[src/sv/amu_pkg.sv]
// Shared constants, stage types and iteration steps for the Adam moment update block.
// Used by every module of the block except amu_ram; depends on nothing.
`default_nettype none
package amu_pkg;

    localparam int STORE_DEPTH = 4096;             // power of two
    localparam int ADDR_W      = $clog2(STORE_DEPTH);
    localparam int IDX_W       = 12;
    localparam int GRAD_W      = 32;
    localparam int M_W         = 32;
    localparam int V_W         = 48;
    localparam int DEC_W       = 16;
    localparam int WORD_W      = 32;
    localparam int IN_DATA_W   = 48;               // gradient + index, padded to bytes
    localparam int CFG_ADDR_W  = 4;

    localparam logic [CFG_ADDR_W-1:0] REG_FIRST_DECAY  = CFG_ADDR_W'(0);
    localparam logic [CFG_ADDR_W-1:0] REG_SECOND_DECAY = CFG_ADDR_W'(1);
    localparam logic [CFG_ADDR_W-1:0] REG_EPSILON      = CFG_ADDR_W'(2);
    localparam logic [CFG_ADDR_W-1:0] REG_STEP_SCALE   = CFG_ADDR_W'(3);

    localparam logic [DEC_W-1:0]  RST_FIRST_DECAY  = 16'd58982;
    localparam logic [DEC_W-1:0]  RST_SECOND_DECAY = 16'd65470;
    localparam logic [WORD_W-1:0] RST_EPSILON      = 32'd1;
    localparam logic [WORD_W-1:0] RST_STEP_SCALE   = 32'd66;

    localparam logic [DEC_W:0]    ONE_Q16  = 17'd65536;
    localparam logic [DEC_W-1:0]  HALF_Q16 = 16'd32768;
    localparam logic [WORD_W-1:0] POS_MAX  = 32'h7FFF_FFFF;
    localparam logic [WORD_W-1:0] NEG_MIN  = 32'h8000_0000;

    // root of a 64-bit radicand: one bit per step
    localparam int SQ_BITS   = 32;
    localparam int SQ_PER    = 2;
    localparam int SQ_STAGES = SQ_BITS / SQ_PER;
    // quotient below 2^33 after the overflow check
    localparam int DV_BITS   = 33;
    localparam int DV_PER    = 3;
    localparam int DV_STAGES = DV_BITS / DV_PER;

    typedef struct packed {
        logic [34:0] rem;
        logic [31:0] root;
        logic [63:0] rad;
    } t_sq;

    typedef struct packed {
        logic [33:0] rem;
        logic [63:0] num;
        logic [32:0] quo;
    } t_dv;

    typedef struct packed {
        logic neg;
        logic mzero;
        logic dzero;
        logic ovf;
    } t_dflag;

    function automatic t_sq sq_step(input t_sq s);
        t_sq         r;
        logic [34:0] rem2;
        logic [34:0] trial;
        rem2  = {s.rem[32:0], s.rad[63:62]};
        trial = {1'b0, s.root, 2'b01};
        r.rad = {s.rad[61:0], 2'b00};
        if (rem2 >= trial) begin
            r.rem  = rem2 - trial;
            r.root = {s.root[30:0], 1'b1};
        end else begin
            r.rem  = rem2;
            r.root = {s.root[30:0], 1'b0};
        end
        return r;
    endfunction

    function automatic t_dv dv_step(input t_dv s, input logic [32:0] den);
        t_dv         r;
        logic [33:0] rem2;
        rem2  = {s.rem[32:0], s.num[63]};
        r.num = {s.num[62:0], 1'b0};
        if (rem2 >= {1'b0, den}) begin
            r.rem = rem2 - {1'b0, den};
            r.quo = {s.quo[31:0], 1'b1};
        end else begin
            r.rem = rem2;
            r.quo = {s.quo[31:0], 1'b0};
        end
        return r;
    endfunction

endpackage
`default_nettype wire

[src/sv/amu_sqrt.sv]
// Pipelined integer square root of the second moment in Q16.16, two root bits per stage.
// Depends on amu_pkg.
`default_nettype none
module amu_sqrt (
    input  wire logic                          i_clk,
    input  wire logic                          i_rst_n,
    input  wire logic                          i_adv,
    input  wire logic                          i_valid,
    input  wire logic signed [amu_pkg::M_W-1:0] i_m,
    input  wire logic [amu_pkg::V_W-1:0]       i_v,
    output logic                               o_valid,
    output logic signed [amu_pkg::M_W-1:0]     o_m,
    output logic [31:0]                        o_root
);
    import amu_pkg::*;

    logic                  r_valid [SQ_STAGES];
    logic signed [M_W-1:0] r_m     [SQ_STAGES];
    t_sq                   r_sq    [SQ_STAGES];
    t_sq                   n_sq    [SQ_STAGES];
    t_sq                   w_in    [SQ_STAGES];

    always_comb begin
        t_sq s;
        w_in[0].rem  = '0;
        w_in[0].root = '0;
        w_in[0].rad  = {i_v, 16'h0000};
        for (int k = 1; k < SQ_STAGES; k++) begin
            w_in[k] = r_sq[k-1];
        end
        for (int k = 0; k < SQ_STAGES; k++) begin
            s = w_in[k];
            for (int j = 0; j < SQ_PER; j++) begin
                s = sq_step(s);
            end
            n_sq[k] = s;
        end
    end

    always_ff @(posedge i_clk) begin
        if (!i_rst_n) begin
            for (int k = 0; k < SQ_STAGES; k++) begin
                r_valid[k] <= 1'b0;
            end
        end else if (i_adv) begin
            r_valid[0] <= i_valid;
            for (int k = 1; k < SQ_STAGES; k++) begin
                r_valid[k] <= r_valid[k-1];
            end
        end
    end

    always_ff @(posedge i_clk) begin
        if (i_adv) begin
            r_m[0] <= i_m;
            for (int k = 1; k < SQ_STAGES; k++) begin
                r_m[k] <= r_m[k-1];
            end
            for (int k = 0; k < SQ_STAGES; k++) begin
                r_sq[k] <= n_sq[k];
            end
        end
    end

    assign o_valid = r_valid[SQ_STAGES-1];
    assign o_m     = r_m[SQ_STAGES-1];
    assign o_root  = r_sq[SQ_STAGES-1].root;
endmodule
`default_nettype wire

[config.mk]
export PLATFORM = sky130hd
export DESIGN_NAME = amu_sqrt
export DESIGN_NICKNAME = d
export VERILOG_FILES = /design/src/sv/amu_pkg.sv /design/src/sv/amu_sqrt.sv
export SDC_FILE = /design/constraint.sdc
export NUM_CORES = 2
export LEC_CHECK = 0
export BUFFER_PORTS_ARGS = -buffer_cell sky130_fd_sc_hd__buf_2
export CORE_UTILIZATION = 28
export DETAILED_ROUTE_END_ITERATION = 6
export GPL_ROUTABILITY_DRIVEN = 0
export PLACE_DENSITY_LB_ADDON = 0.2
export SLEW_MARGIN = 20
export SYNTH_ARGS = -nofsm -noshare
export SYNTH_HDL_FRONTEND = slang
export SYNTH_SLANG_ARGS = --single-unit
[constraint.sdc]
create_clock -name i_clk -period 9.75 [get_ports i_clk]
set_clock_uncertainty 0.15 [all_clocks]
set_input_delay 1.95 -clock i_clk [delete_from_list [all_inputs] [get_ports i_clk]]
set_output_delay 1.95 -clock i_clk [all_outputs]
set_load 0.005 [all_outputs]
==> flow_summary.ini <==
[routing]
ant_nets = 0
wl_um = 223000
routedWlPerCell_um = 18.1
drt_iter0_markers = 4258
drc = 0
num_vias = 60900
firstDrtPassIters = 6
vias_per_cell = 4.93

[clock_network]
clock_latency_ns = 0.87
postCtsHoldBufs = 0
cts.path.max_buffers = 4
h-tree-depth = 4
cts_buffers = 186
cts.sinks = 1534
clk_pin_slew_worst_paths_ns = 0.06
cts_setup_buffers = 0
cts_tree = yes
cts-root-buf = clkbuf_16
cts_resized = 0

[grt]
grt_max_degree = 182
grt.overflow.total = 0
grt_pass1_wl_um = 345000
first_global_vias = 59500
antenna_found_initial = 5
grtUsageTotal_pct = 13.7

[setup_path]
reg2reg_depth = 26
worstSetupEndpointType = flip-flop
arrival_ns = 9.13
crit_top_cell = a2111oi_0
critPathMaxFanout = 31
path_delay_family = compound AO/OA/AOI/OAI gates
slowest_stage = or4b_1
path_class = reg -> reg
path_buf_inv = 3
cp.depth = 26
cp-start-kind = flip-flop
cpPeakStageDelay_ns = 0.77
cp.required_ns = 10.16

[pwr]
p_sw_share_pct = 35.7
combPwrFrac_pct = 38.0
clockPowerShare_pct = 26.9
seqPwrFrac_pct = 35.1
power_mw = 26.7
p_sw_mw = 9.51
cellPowerDensity_nw_per_um2 = 268
cellLeakagePower_nw = 37.5
intPower_mw = 17.1
vdd_drop_max_v = 0.000134

[floorplan]
die_h_um = 562
fp.dieW_um = 562
core-area_sq_um = 312000
die-area_sq_um = 316000
io_pins = 149
std_cell_rows = 205
initial_core_util_pct = 28.2

[timing]
max_freq_ghz = 0.115
holdWs_ns = 0.246
slew_headroom_pct = 25.6
setup_viol = 0
finalMaxSlewViolations = 0
period_share_pct = 89.4
tns_ns = 0
hold_violations = 0
worstMarginPinSlew_ns = 1.11
rsz0062_at_grt = no
fin_crit_ns = 8.72

[final_layout]
fillers = 31400
final_cell_mix = edfxtp_1, nor2_1, nand2_1
nets = 8675
drive_gt1_share_pct = 9.22
final_core_util_pct = 31.9
final_common_cell = edfxtp_1
syn_to_final_growth_pct = 13.1

[yosys]
ys_seq_elements = 1534
synthTopCellsByArea = edfxtp_1, ha_1, xnor2_1
ys_seq_area_share_pct = 52.4
synth-edff-count = 1533
yosysWarnings = 0
synth_top_area_share_pct = 52.4
synth_ff_type = edfxtp_1
synth_cells = 7899
syn_avg_cell_area_sq_um = 11.1
yosys.area.top_type = edfxtp_1
syn-cell-area_sq_um = 87900
synth_cell_type_count = 112
synthArstFlopShare_pct = 0

[run]
cap_violations = 0

[placed_design]
place_hpwl_um = 167000
portBuffers = 148

[status]
status = completed

[worst_hold_path]
min_delay_path_depth = 0
hp-class = reg -> reg
stage by stage:
stage / cell area, sq um / std cells / worst slack [ns]
floorplan: 87900 / 7901 / 2.13
global placement: 93200 / 12000 / 1.11
detailed placement: 93200 / 12000 / 1.16
CTS: 99500 / 12300 / 1.10
global route: 99500 / 12300 / 0.448
finish: 99500 / 12300 / 1.03
worst paths after layout:
check	end	startpoint	slack, ns
min reg2reg	r_sq[0][673]	r_sq[0][542]	0.25
max reg2reg	r_sq[1][863]	r_sq[1][705]	1.03
min	r_sq[0][673]	r_sq[0][542]	0.25
max	r_sq[1][863]	r_sq[1][705]	1.03
power by group through the flow:
stage / clock network (mW) / logic (mW) / registers (mW)
after CTS: 7.49 / 10.1 / 9.36
after global placement: 0 / 9.89 / 9.49
after floorplan: 0 / 7.71 / 9.05
final: 7.17 / 10.1 / 9.35
after detailed placement: 0 / 10.0 / 9.49
after global routing: 7.71 / 11.2 / 9.45
state kept, by name (all words and copies together) (netlist names):
name     cells
r_m        512
r_sq      1006
r_valid     16
synthesized netlist by cell type, types with 22 or more instances:
library cell,n
a211oi_1,70
a21o_1,236
a21oi_1,541
a31o_2,25
a31oi_1,63
and2_1,59
and3_1,84
and4_1,34
buf_2,25
buf_4,70
clkbuf_1,137
edfxtp_1,1533
ha_1,539
inv_1,460
mux2_2,141
nand2_1,569
nand2b_1,83
nand3_1,188
nand3b_1,35
nand4_1,92
nor2_1,573
nor2b_1,86
nor3_1,191
nor3b_1,22
nor4_1,95
o2111ai_1,22
o211ai_1,41
o21a_1,72
o21ai_0,398
o21bai_1,71
o31ai_1,47
or2_2,42
or3_1,89
or4_1,35
xnor2_1,450
xor2_1,253
cell type report:
class                           count  area (sq um)  share of cell area [%]
Sequential cell                  1534         46100                    46.3
Multi-Input combinational cell   5649         38900                    39.1
Tap cell                         4140          5180                    5.21
Clock buffer                      213          4800                    4.82
Inverter                          474          1780                    1.79
Clock inverter                    126          1500                    1.51
Timing Repair Buffer              201          1240                    1.25
Antenna cell                        2          5.00                 0.00503
routing by layer:
metal	track usage (%)	wire length, um	part of all wire, %
met5	0	0	0
met4	4.52	7020	3.1
met3	1.81	9250	4.1
met2	22.6	103000	46
met1	18.5	104000	47
kinds of logic (layout without fill, tap and decap cells):
logic type      count (synthesis)  after routing  synth area share (%)
xor+xnor                      703            703                  7.00
other cells                     1              5               0.00427
mux                           163            163                  2.06
fa+ha+maj                     545            545                  7.81
compound gates               1869           1869                  13.7
simple gates                 2366           2366                  13.6
flops                        1534           1534                  52.4
buf+inv                       718           1014                  3.43
Note: power is estimated with default switching activity, not from simulation.
